`src/hdl/lts_pkg.sv`:
```
// Shared types and constants for the L-system trigger sequencer.
`default_nettype none
package lts_pkg;

  // Sizes
  localparam int WORD_SLOTS = 16;
  localparam int RULE_SLOTS = 8;
  localparam int DUR_BITS   = 24;
  localparam int RULE_BITS  = 20;
  localparam int PULSE_BITS = 16;
  localparam int POS_W      = $clog2(WORD_SLOTS);
  localparam int LEN_W      = $clog2(WORD_SLOTS + 1);
  localparam int RLEN_W     = 4;
  localparam int CNT_W      = $clog2(RULE_SLOTS + 1);

  localparam logic [DUR_BITS-1:0]   DUR_MAX     = '1;
  localparam logic [PULSE_BITS-1:0] PULSE_RESET = 16'd48;

  // Symbol codes
  localparam logic [1:0] SYM_A = 2'd0;
  localparam logic [1:0] SYM_B = 2'd1;
  localparam logic [1:0] SYM_C = 2'd2;
  localparam logic [1:0] SYM_D = 2'd3;

  // Register indexes on the config port
  localparam logic [2:0] REG_RULE_A = 3'd0;
  localparam logic [2:0] REG_RULE_B = 3'd1;
  localparam logic [2:0] REG_RULE_C = 3'd2;
  localparam logic [2:0] REG_RULE_D = 3'd3;
  localparam logic [2:0] REG_PULSE  = 3'd4;

  typedef struct packed {
    logic                restart;
    logic [DUR_BITS-1:0] dur_a_ticks;
    logic [DUR_BITS-1:0] dur_b_ticks;
    logic [DUR_BITS-1:0] dur_c_ticks;
    logic [DUR_BITS-1:0] dur_d_ticks;
  } tick_beat_t;

  typedef struct packed {
    logic             gate;
    logic [1:0]       symbol_now;
    logic [POS_W-1:0] position_now;
    logic [LEN_W-1:0] word_length;
    logic             symbol_start;
  } result_beat_t;

  typedef struct packed {
    logic [3:0][RULE_BITS-1:0] rules;
    logic [PULSE_BITS-1:0]     pulse_ticks;
  } cfg_t;

  typedef struct packed {
    logic load;
    logic tick;
    logic rw_step;
    logic commit;
    logic emit;
  } ctrl_cmd_t;

  typedef struct packed {
    logic need_rw;
    logic rw_done;
    logic out_full;
  } dp_stat_t;

endpackage
`default_nettype wire

```
`src/hdl/lts_ctrl.sv`:
```
// Controller state machine: sequences tick, rewrite, commit and result emit.
`default_nettype none
module lts_ctrl (
  input  wire logic              clk,
  input  wire logic              rst,
  input  wire logic              tick_valid,
  output logic                   tick_stall,
  input  wire logic              result_stall,
  input  wire lts_pkg::dp_stat_t stat,
  output lts_pkg::ctrl_cmd_t     cmd
);

  typedef enum logic [4:0] {
    S_IDLE    = 5'b00001,
    S_TICK    = 5'b00010,
    S_REWRITE = 5'b00100,
    S_COMMIT  = 5'b01000,
    S_EMIT    = 5'b10000
  } state_t;

  state_t state;
  state_t state_next;
  logic   accept;

  // Take a beat only when idle and the result register is free by this edge
  assign tick_stall = !((state == S_IDLE) && (!stat.out_full || !result_stall));
  assign accept     = tick_valid && !tick_stall;

  always_comb begin
    state_next  = state;
    cmd         = '0;
    unique case (state)
      S_IDLE: begin
        cmd.load = accept;
        if (accept) state_next = S_TICK;
      end
      S_TICK: begin
        cmd.tick   = 1'b1;
        state_next = stat.need_rw ? S_REWRITE : S_EMIT;
      end
      S_REWRITE: begin
        if (stat.rw_done) begin
          state_next = S_COMMIT;
        end else begin
          cmd.rw_step = 1'b1;
        end
      end
      S_COMMIT: begin
        cmd.commit = 1'b1;
        state_next = S_EMIT;
      end
      S_EMIT: begin
        cmd.emit   = 1'b1;
        state_next = S_IDLE;
      end
      default: state_next = S_IDLE;
    endcase
  end

  always_ff @(posedge clk) begin
    if (rst) begin
      state <= S_IDLE;
    end else begin
      state <= state_next;
    end
  end

endmodule
`default_nettype wire

```
`src/hdl/lts_dp.sv`:
```
// Datapath: word store, rewrite buffer, tick/pulse counters, result register.
`default_nettype none
module lts_dp (
  input  wire logic                 clk,
  input  wire logic                 rst,
  input  wire lts_pkg::tick_beat_t  tick,
  input  wire logic                 result_stall,
  input  wire lts_pkg::cfg_t        cfg,
  input  wire lts_pkg::ctrl_cmd_t   cmd,
  output lts_pkg::dp_stat_t         stat,
  output logic                      result_valid,
  output lts_pkg::result_beat_t     result
);

  localparam int POS_W  = lts_pkg::POS_W;
  localparam int LEN_W  = lts_pkg::LEN_W;
  localparam int DUR_W  = lts_pkg::DUR_BITS;
  localparam int SLOTS  = lts_pkg::WORD_SLOTS;

  lts_pkg::tick_beat_t                in_q;
  logic [SLOTS-1:0][1:0]              word;
  logic [SLOTS-1:0][1:0]              rw;
  logic [SLOTS-1:0][1:0]              rw_next;
  logic [LEN_W-1:0]                   len;
  logic [POS_W-1:0]                   pos;
  logic [DUR_W-1:0]                   tc;
  logic [DUR_W-1:0]                   held;
  logic [lts_pkg::PULSE_BITS-1:0]     pl;
  logic                               started;
  logic [LEN_W-1:0]                   rd_idx;
  logic [LEN_W-1:0]                   wr_cnt;

  // Symbol duration from the latched beat
  function automatic logic [DUR_W-1:0] dur_of(lts_pkg::tick_beat_t b, logic [1:0] s);
    logic [DUR_W-1:0] d;
    begin
      unique case (s)
        lts_pkg::SYM_A: d = b.dur_a_ticks;
        lts_pkg::SYM_B: d = b.dur_b_ticks;
        lts_pkg::SYM_C: d = b.dur_c_ticks;
        lts_pkg::SYM_D: d = b.dur_d_ticks;
        default:        d = b.dur_a_ticks;
      endcase
      return d;
    end
  endfunction

  // ---- tick step ----
  logic [LEN_W-1:0] len0, len1, pos_inc;
  logic [POS_W-1:0] pos1, pos_new;
  logic [DUR_W-1:0] tc0, tc1, held1;
  logic             seed, fire, wrap;

  always_comb begin
    len0    = in_q.restart ? '0 : len;
    seed    = (len0 == '0);
    len1    = seed ? LEN_W'(1) : len0;
    pos1    = (in_q.restart || seed) ? '0 : pos;
    tc0     = in_q.restart ? '0 : tc;
    held1   = seed ? in_q.dur_a_ticks : held;
    tc1     = (tc0 == lts_pkg::DUR_MAX) ? tc0 : tc0 + DUR_W'(1);
    fire    = (tc1 >= held1);
    pos_inc = {1'b0, pos1} + LEN_W'(1);
    wrap    = (pos_inc >= len1);
    pos_new = wrap ? '0 : pos_inc[POS_W-1:0];
  end

  // ---- rewrite step: one word symbol expands into rw per cycle ----
  logic [1:0]                      cur_sym;
  logic [lts_pkg::RULE_BITS-1:0]   rule;
  logic [lts_pkg::RLEN_W-1:0]      rlen;
  logic [LEN_W-1:0]                room, take, offset;

  always_comb begin
    cur_sym = word[rd_idx[POS_W-1:0]];
    rule    = cfg.rules[cur_sym];
    rlen    = (rule[lts_pkg::RLEN_W-1:0] > lts_pkg::RLEN_W'(lts_pkg::RULE_SLOTS))
              ? lts_pkg::RLEN_W'(lts_pkg::RULE_SLOTS) : rule[lts_pkg::RLEN_W-1:0];
    room    = LEN_W'(SLOTS) - wr_cnt;
    take    = (LEN_W'(rlen) < room) ? LEN_W'(rlen) : room;
    rw_next = rw;
    offset  = '0;
    for (int j = 0; j < SLOTS; j++) begin
      offset = LEN_W'(j) - wr_cnt;
      if ((LEN_W'(j) >= wr_cnt) && (offset < take)) begin
        rw_next[j] = rule[lts_pkg::RLEN_W + 2 * offset[lts_pkg::CNT_W-2:0] +: 2];
      end
    end
  end

  assign stat.need_rw  = fire && wrap;
  assign stat.rw_done  = (rd_idx == len) || (wr_cnt == LEN_W'(SLOTS));
  assign stat.out_full = result_valid;

  // Control state
  always_ff @(posedge clk) begin
    if (rst) begin
      len <= '0;
      pos <= '0;
      tc  <= '0;
      held <= '0;
      pl  <= '0;
      result_valid <= 1'b0;
    end else begin
      if (cmd.tick) begin
        len <= len1;
        tc  <= fire ? '0 : tc1;
        pos <= fire ? pos_new : pos1;
        if (fire) pl <= cfg.pulse_ticks;
        // after a wrap the new duration comes with the commit
        if (fire && !wrap) begin
          held <= dur_of(in_q, word[pos_new]);
        end else begin
          held <= held1;
        end
      end
      if (cmd.commit) begin
        len  <= (wr_cnt == '0) ? LEN_W'(1) : wr_cnt;
        held <= dur_of(in_q, (wr_cnt == '0) ? lts_pkg::SYM_A : rw[0]);
      end
      if (cmd.emit) begin
        if (pl != '0) pl <= pl - lts_pkg::PULSE_BITS'(1);
      end
      // result register
      if (cmd.emit) begin
        result_valid <= 1'b1;
      end else if (!result_stall) begin
        result_valid <= 1'b0;
      end
    end
  end

  // Payload and store registers
  always_ff @(posedge clk) begin
    if (cmd.load) in_q <= tick;
    if (cmd.tick) begin
      started <= seed || fire;
      rd_idx  <= '0;
      wr_cnt  <= '0;
      if (seed) word[0] <= lts_pkg::SYM_A;
    end
    if (cmd.rw_step) begin
      rw     <= rw_next;
      rd_idx <= rd_idx + LEN_W'(1);
      wr_cnt <= wr_cnt + take;
    end
    // empty rewrite reseeds with a
    if (cmd.commit) begin
      word <= (wr_cnt == '0) ? {rw[SLOTS-1:1], lts_pkg::SYM_A} : rw;
    end
    if (cmd.emit) begin
      result.gate         <= (pl != '0);
      result.symbol_now   <= word[pos];
      result.position_now <= pos;
      result.word_length  <= len;
      result.symbol_start <= started;
    end
  end

endmodule
`default_nettype wire

```
`src/hdl/lsystem_trigger_sequencer.sv`:
```
// Top level: config register file on the APB-style port, controller and datapath.
// An accepted tick beat is latched, then passes the tick state and, at the end of a
// word, the rewrite and commit states before the emit state loads the result register;
// the rewrite walks the word store one word symbol per cycle. A new tick beat is taken
// only when the controller is idle again and the result register is free.
// Reset (rst, synchronous): empty word, counters zero, rules empty, pulse length 48.
`default_nettype none
module lsystem_trigger_sequencer (
  input  wire logic                  clk,
  input  wire logic                  rst,
  input  wire logic                  tick_valid,
  output logic                       tick_stall,
  input  wire lts_pkg::tick_beat_t   tick,
  output logic                       result_valid,
  input  wire logic                  result_stall,
  output lts_pkg::result_beat_t      result,
  input  wire logic                  psel,
  input  wire logic                  penable,
  input  wire logic                  pwrite,
  input  wire logic [4:0]            paddr,
  input  wire logic [31:0]           pwdata,
  output logic [31:0]                prdata,
  output logic                       pready
);

  lts_pkg::cfg_t      cfg;
  lts_pkg::ctrl_cmd_t cmd;
  lts_pkg::dp_stat_t  stat;
  logic [2:0]         reg_idx;
  logic               wr_en;

  assign pready  = 1'b1;
  assign reg_idx = paddr[4:2];
  assign wr_en   = psel && penable && pwrite && pready;

  // Config registers
  always_ff @(posedge clk) begin
    if (rst) begin
      cfg.rules       <= '0;
      cfg.pulse_ticks <= lts_pkg::PULSE_RESET;
    end else if (wr_en) begin
      unique case (reg_idx)
        lts_pkg::REG_RULE_A: cfg.rules[0] <= pwdata[lts_pkg::RULE_BITS-1:0];
        lts_pkg::REG_RULE_B: cfg.rules[1] <= pwdata[lts_pkg::RULE_BITS-1:0];
        lts_pkg::REG_RULE_C: cfg.rules[2] <= pwdata[lts_pkg::RULE_BITS-1:0];
        lts_pkg::REG_RULE_D: cfg.rules[3] <= pwdata[lts_pkg::RULE_BITS-1:0];
        lts_pkg::REG_PULSE:  cfg.pulse_ticks <= pwdata[lts_pkg::PULSE_BITS-1:0];
        default: ;
      endcase
    end
  end

  // Read back
  always_comb begin
    unique case (reg_idx)
      lts_pkg::REG_RULE_A: prdata = 32'(cfg.rules[0]);
      lts_pkg::REG_RULE_B: prdata = 32'(cfg.rules[1]);
      lts_pkg::REG_RULE_C: prdata = 32'(cfg.rules[2]);
      lts_pkg::REG_RULE_D: prdata = 32'(cfg.rules[3]);
      lts_pkg::REG_PULSE:  prdata = 32'(cfg.pulse_ticks);
      default:             prdata = '0;
    endcase
  end

  lts_ctrl u_ctrl (
    .clk          (clk),
    .rst          (rst),
    .tick_valid   (tick_valid),
    .tick_stall   (tick_stall),
    .result_stall (result_stall),
    .stat         (stat),
    .cmd          (cmd)
  );

  lts_dp u_dp (
    .clk          (clk),
    .rst          (rst),
    .tick         (tick),
    .result_stall (result_stall),
    .cfg          (cfg),
    .cmd          (cmd),
    .stat         (stat),
    .result_valid (result_valid),
    .result       (result)
  );

endmodule
`default_nettype wire

```
`config.mk`:
```
export PLATFORM = sky130hd
export DESIGN_NAME = lsystem_trigger_sequencer
export DESIGN_NICKNAME = d
export VERILOG_FILES = /design/src/hdl/lts_pkg.sv /design/src/hdl/lts_ctrl.sv /design/src/hdl/lts_dp.sv /design/src/hdl/lsystem_trigger_sequencer.sv
export SDC_FILE = /design/constraint.sdc
export NUM_CORES = 1
export LEC_CHECK = 0
export BUFFER_PORTS_ARGS = -buffer_cell sky130_fd_sc_hd__buf_2
export CAP_MARGIN = 20
export CORE_MARGIN = 4
export CORE_UTILIZATION = 25
export CTS_CLUSTER_DIAMETER = 50
export DETAILED_ROUTE_END_ITERATION = 10
export HOLD_SLACK_MARGIN = 0.02
export PLACE_DENSITY_LB_ADDON = 0.25
export REMOVE_ABC_BUFFERS = 1
export SLEW_MARGIN = 20
export SYNTH_ARGS = -nofsm -noshare
export SYNTH_HDL_FRONTEND = slang
export SYNTH_SLANG_ARGS = --single-unit
```
`constraint.sdc`:
```
create_clock -name clk -period 12.6 [get_ports clk]
set_clock_uncertainty 0.1 [all_clocks]
set_input_delay 1.26 -clock clk [delete_from_list [all_inputs] [get_ports clk]]
set_output_delay 1.26 -clock clk [all_outputs]
set_load 0.01 [all_outputs]
```
======== Word-level counts from Yosys, hierarchy flattened ========
Cells that the tools add are included.
cells by class
  add/subtract/negate cells ............... 38
  order comparisons ....................... 40
  equal/unequal tests ..................... 21
  shifts and indexed selects .............. 16
  muxes and demuxes ....................... 52
  reductions and logical operators ........ 62
operators by type and width
  cell                   count
  $shiftx 20x33->2       16
  $pmux 24 s4            2
  $mux 24                7
  $pmux 20 s5            1
  $add 3x4->5 const A    16
  $lt 5x5->1             16
  $mux 16                4
  $mux 5                 12
  $reduce_and 2->1       23
  $bmux 20 s2            1
  $ge 4x5->1 const A     8
  $sub 4x5->5 const A    8
  $add 24x1->24 const B  1
  $bmux 2 s4             3
  $eq 24x24->1 const B   1
  $ge 24x24->1           1
  $logic_and 1x1->1      22
  $ge 3x5->1 const A     4
  $mux 20                1
  $pmux 5 s4             1
  $sub 3x5->5 const A    4
  $mux 2                 8
  $mux 4                 4
  $reduce_bool 16->1     1
  34 further kinds       64
word-level totals
  flip-flop bits (word level) ............. 360
  input bits .............................. 141
  output and inout bits ................... 48
  word-level logic and storage cells ...... 286

======== Depth between registers and ports, before layout ========
  depth in word-level cells ............... 14
  depth in mapped cells ................... 25
  gate-level depth less buffers ........... 21

======== By module ========
Synthesis repeated with hierarchy kept, for this count alone.
second synthesis, totals
  cells, all modules ...................... 2005
  area, all modules ....................... 21182.8 µm²
modules (own cells, without submodules)
  module                     times used  cells an instance  area each (µm²)  sequential area each (µm²)
  lts_dp                     1           1520               16231.8          7036.7
  lsystem_trigger_sequencer  1           448                4642.0           1921.8
  lts_ctrl                   1           37                 309.0            100.1

======== Worst setup path after synthesis ========
Ideal clock, no wire load.
  path kind ............................... register to register
  start ................................... reg u_dp.rd_idx[0]
  end ..................................... reg u_dp.rw[6] (netlist bit) (enable)
  setup time .............................. 376 ps
  arrival time ............................ 4809 ps
  data required time ...................... 12124 ps
  slack ................................... 7315 ps
  stages on the path, launching flop included .. 19
  buffers on the path ..................... 1
  clock period less this slack ............ 5285 ps
  cells stage by stage .................... edfxtp_1 buf_6 nor2b_1 a22oi_1 a21oi_1 nor2_2 mux4_2 nand2b_1 inv_1 ha_1 a21oi_1 nor2_1 or3_1 o21bai_2 nor2_1 a21oi_1 ha_1 a21o_1 a2111oi_0
on the way
  longest elaborated chain between the ends .. 11
  elaborated cells on any way between the ends .. 15
  those cells by class .................... 3 x order compare; 1 x eq/ne; 8 x mux; 3 x reduce/logical
RTL lines
  element                        RTL line       source
  from (decl)                    lts_dp.sv:30   logic [LEN_W-1:0] rd_idx;
  from (signal assigned)         lts_dp.sv:144  rd_idx <= rd_idx + LEN_W'(1);
  $bmux 2 s4                     lts_dp.sv:75   cur_sym = word[rd_idx[POS_W-1:0]];
  $mux 2 (implied by the code)   lts_dp.sv:75
  $bmux 20 s2                    lts_dp.sv:76   rule = cfg.rules[cur_sym];
  $mux 20 (implied by the code)  lts_dp.sv:76
  $gt 4x4->1                     lts_dp.sv:77   rlen = (rule[lts_pkg::RLEN_W-1:0] > lts_pkg::RLEN_W'(lts_pkg::RULE_SLOTS))
  $mux 4                         lts_dp.sv:78   ? lts_pkg::RLEN_W'(lts_pkg::RULE_SLOTS) : rule[lts_pkg::RLEN_W-1:0];
  $lt 4x5->1                     lts_dp.sv:80   take = (LEN_W'(rlen) < room) ? LEN_W'(rlen) : room;
  $mux 5                         lts_dp.sv:80
  $lt 5x5->1                     lts_dp.sv:85   if ((LEN_W'(j) >= wr_cnt) && (offset < take)) begin
  $logic_and 1x1->1              lts_dp.sv:85
  $reduce_and 2->1 (no line) *   -
  to (signal assigned)           lts_dp.sv:143  rw <= rw_next;
  to (decl)                      lts_dp.sv:22   logic [SLOTS-1:0][1:0] rw;
Mark *: on every way between the ends. The rest lies on a longest branch, timed or not. The select of a mux whose other input is x is not followed.
A chain may end at the register's enable or synchronous reset.

======== Worst setup path in the final report ========
  start ................................... reg u_dp.rd_idx[0]
  end ..................................... reg u_dp.rw[13] (netlist bit) (enable)
The elaborated chain is that of the path after synthesis.

==> results.md <==
- Result of the run: complete, no violations
- Final RePlAce weighted congestion: 0.859
- Hold Worst Slack: approximately 300 ps
- Top_reg_cell synth: sky130_fd_sc_hd__edfxtp_1
- Number of synthesized flops with an enable pin: about 190
- Worst slew margin relative to its limit: 27.8%
- HPWL after DPL: 45.6 mm
- Crit Path Class: register to register
- Vias in the first global route: around 16000
- Share of the cycle needed by the critical path after routing: between 50 and 60%
- Final hold violation count: 0
- Vias per std cell: between 5 and 6
- Global-route wire length before repair: approximately 100 mm
- Area share of the largest cell type after synthesis: approximately 27%
- TritonCTS Buffers: 52
- Starting density of the core: around 25%
- Global router's overall resource usage: around 15%
- Die Span X: 294 um
- Total number of clock tree sinks: between 300 and 400
- Seq cells post-synth: 360
- Initial DRC Count: about 1000
- Total length of routed wires: roughly 66 mm
- Leakage power figure: roughly 9.0 nW
- CTS Buffer Depth: 3
- Power density relative to cell area: 127 mW/mm^2
- Number of violations of the max-capacitance limit: 0
- Crit path cell chain: mux4_2 -> mux2i_1 -> mux2i_4 -> buf_4 -> a32oi_2 -> nand2b_1 -> inv_1 -> ha_1 -> a21oi_1 -> nor2_1 -> or3_1 -> o21bai_2 -> nor2_1 -> a21oi_1 -> ha_1 -> a21o_1 -> a21o_1 -> a2111oi_0
- Total Die Area: 0.0866 mm^2
- Share of layout cells above drive strength 1: about a fifth
- Crit. End Element: register
- Vertical extent of the die: around 290 um
- Biggest cell delay along the critical path: 930 ps
- Remaining routing DRC violations: 0
- Slew at the pin closest to its max-slew limit: 1060 ps
- TritonCTS clock tree: built
- Number of antenna violations at the first check in global routing: 16
- Max-slew violation count: 0
- Crit path buf inv count: 2
- Arrival time of data at the critical path endpoint: a little over 7000 ps
- Remaining antenna violation count after routing: 0
- Worst path top cell family by delay: compound AO/OA/AOI/OAI gates
- Path category of the worst min-delay check: register to register
- Count of warnings emitted by yosys: 0
- Hold buffer count at CTS: 0
- Total vias in the final route: 16459
- Average routed wire per standard cell: slightly above 20 um
- Post-synthesis sequential area ratio: between 40% and 50%
- CP required: about 13000 ps
- Gate count of the mapped netlist: ~2000
- Total negative slack for setup checks: 0 ps
- DRT Pass-1 Iters: 5
- Top library cells by usage in the layout, fill and taps aside: sky130_fd_sc_hd__nand2_1 (296), sky130_fd_sc_hd__edfxtp_1 (185), sky130_fd_sc_hd__a21oi_1 (182), sky130_fd_sc_hd__dfxtp_1 (175), sky130_fd_sc_hd__buf_2 (160)
- Post-cts resize count: 0
- Max H-tree Level: 2
- Synth unique cells: 94
- Boundary Pins: about 190
- Standard-cell rows: ~100
- Clock transition at path regs: roughly 60 ps
- Area of the mapped netlist: 0.0205 mm^2
- Worst ir drop on vdd: a little over 0.1 mV
- # Post-CTS Setup Buffers: 0
- Clock latency on the worst-skew pair: about 620 ps
- Port-buffer cells: roughly 160
- Largest net degree at the start of global routing: 86
- Area growth, synth to finish: 18.1%
- Most common library cell in the layout ignoring fill and taps: sky130_fd_sc_hd__nand2_1
- Time the final worst path needs with I/O delays and setup: 7020 ps
- FMAX: 142 MHz
- Share of flip-flops with an asynchronous set or reset: 0%
- Root buffer selected by CTS: sky130_fd_sc_hd__clkbuf_16
- Syn_area_per_cell: 10.2 um^2
- Setup-failing EPs final: 0
- Critical path depth: 18
- Startpoint types: register
- Core box area: roughly 0.08 mm^2
- Gr ovfl total: 0
- Path depth of the worst reg2reg path: 18
- WHS Path Cells: 0
- Number of nets in the final layout: around 2400
- Slowest cell on the critical path: sky130_fd_sc_hd__a2111oi_0
- RSZ-0062 raised after global routing: false
- Most area-consuming cells after synthesis: sky130_fd_sc_hd__edfxtp_1 (27%), sky130_fd_sc_hd__dfxtp_1 (17%), sky130_fd_sc_hd__ha_1 (6.2%)
- Cell type with the highest aggregate area in the netlist: sky130_fd_sc_hd__edfxtp_1
- Maximum fanout count along the critical path: 38
[per-layer routing]
| layer | routed length [um] | global-route usage (%) |
|---|---|---|
| met5 | 54 | 0 |
| met4 | 1300 | 3.54 |
| met1 | 30000 | 19.9 |
| met3 | 4630 | 3.20 |
| met2 | 30300 | 24.1 |
[flip-flops by register name (all words and copies together) (netlist names)]
register,flops
u_dp.in_q,97
cfg,96
u_dp.rw,32
u_dp.word,32
u_dp.held,24
u_dp.tc,24
u_dp.pl,16
u_dp.result,13
u_ctrl.state,5
u_dp.len,5
u_dp.rd_idx,5
u_dp.wr_cnt,5
u_dp.pos,4
u_dp.result_valid,1
u_dp.started,1
[synthesized netlist by cell type, types with 28 or more instances]
| cell | instances |
|---|---|
| sky130_fd_sc_hd__mux4_2 | 38 |
| sky130_fd_sc_hd__clkbuf_1 | 94 |
| sky130_fd_sc_hd__edfxtp_1 | 185 |
| sky130_fd_sc_hd__a21oi_1 | 182 |
| sky130_fd_sc_hd__ha_1 | 102 |
| sky130_fd_sc_hd__nor2b_1 | 38 |
| sky130_fd_sc_hd__mux2_2 | 47 |
| sky130_fd_sc_hd__dfxtp_1 | 175 |
| sky130_fd_sc_hd__xnor2_1 | 40 |
| sky130_fd_sc_hd__a22oi_1 | 80 |
| sky130_fd_sc_hd__a21o_1 | 31 |
| sky130_fd_sc_hd__nor2_1 | 93 |
| sky130_fd_sc_hd__o21ai_0 | 58 |
| sky130_fd_sc_hd__nand2_1 | 296 |
| sky130_fd_sc_hd__nand3_1 | 35 |
| sky130_fd_sc_hd__mux2i_1 | 90 |
| sky130_fd_sc_hd__inv_1 | 37 |
| sky130_fd_sc_hd__o221ai_1 | 28 |
[final cells by class]
cell class / count / area (um^2)
repair buffers: 194 / 1080
flip-flops and latches: 360 / 9060
clock buffers: 58 / 1360
fillers: 8384 / 56700
diodes: 11 / 27.5
inverters: 44 / 168
clock inverters: 39 / 432
multi-input cells: 1486 / 10800
well taps: 1060 / 1330
[path summary, 6_finish.rpt]
| check | startpoint | end | slack [ps] |
|---|---|---|---|
| hold reg to reg | u_dp.rw[7]$_DFFE_PP_ | u_dp.word[7]$_DFFE_PP_ | 310 |
| setup / recovery | u_dp.rd_idx[0]$_SDFFCE_PN0P_ | u_dp.rw[13]$_DFFE_PP_ | 5580 |
| hold / removal | u_dp.rw[7]$_DFFE_PP_ | u_dp.word[7]$_DFFE_PP_ | 310 |
| setup reg to reg | u_dp.rd_idx[0]$_SDFFCE_PN0P_ | u_dp.rw[13]$_DFFE_PP_ | 5580 |
[through the flow]
stage,cells,total power [W],utilization [%],worst slack [ps],instance area (um^2)
finish,3252,0.00307,29.9,5580,24200
global route,3242,0.00320,29.9,5160,24200
CTS,3240,0.00312,29.8,5550,24200
detailed placement,3143,0.00161,27.6,5570,22400
global placement,3142,0.00160,27.6,5690,22300
floorplan,1890,0.00149,-,4890,19900
[kinds of logic after synthesis]
| logic type | after synthesis | synth area share, % |
|---|---|---|
| other | 2 | 0.0366 |
| flip-flops | 360 | 44.2 |
| XOR/XNOR | 55 | 2.35 |
| multiplexers | 187 | 11.8 |
| AND/OR/NAND/NOR | 566 | 12.6 |
| adder cells (fa/ha/maj) | 103 | 6.32 |
| buffers and inverters | 189 | 4.19 |
| AO/OA/AOI/OAI | 547 | 18.5 |
[power breakdown]
group | total (W) | switching [W] | internal [W]
sequential | 0.00132 | 0.0000309 | 0.00128
clock | 0.00149 | 0.000596 | 0.000892
combinational | 0.000272 | 0.000167 | 0.000105
total | 0.00307 | 0.000793 | 0.00228
Note: power is estimated with default switching activity, not from simulation.
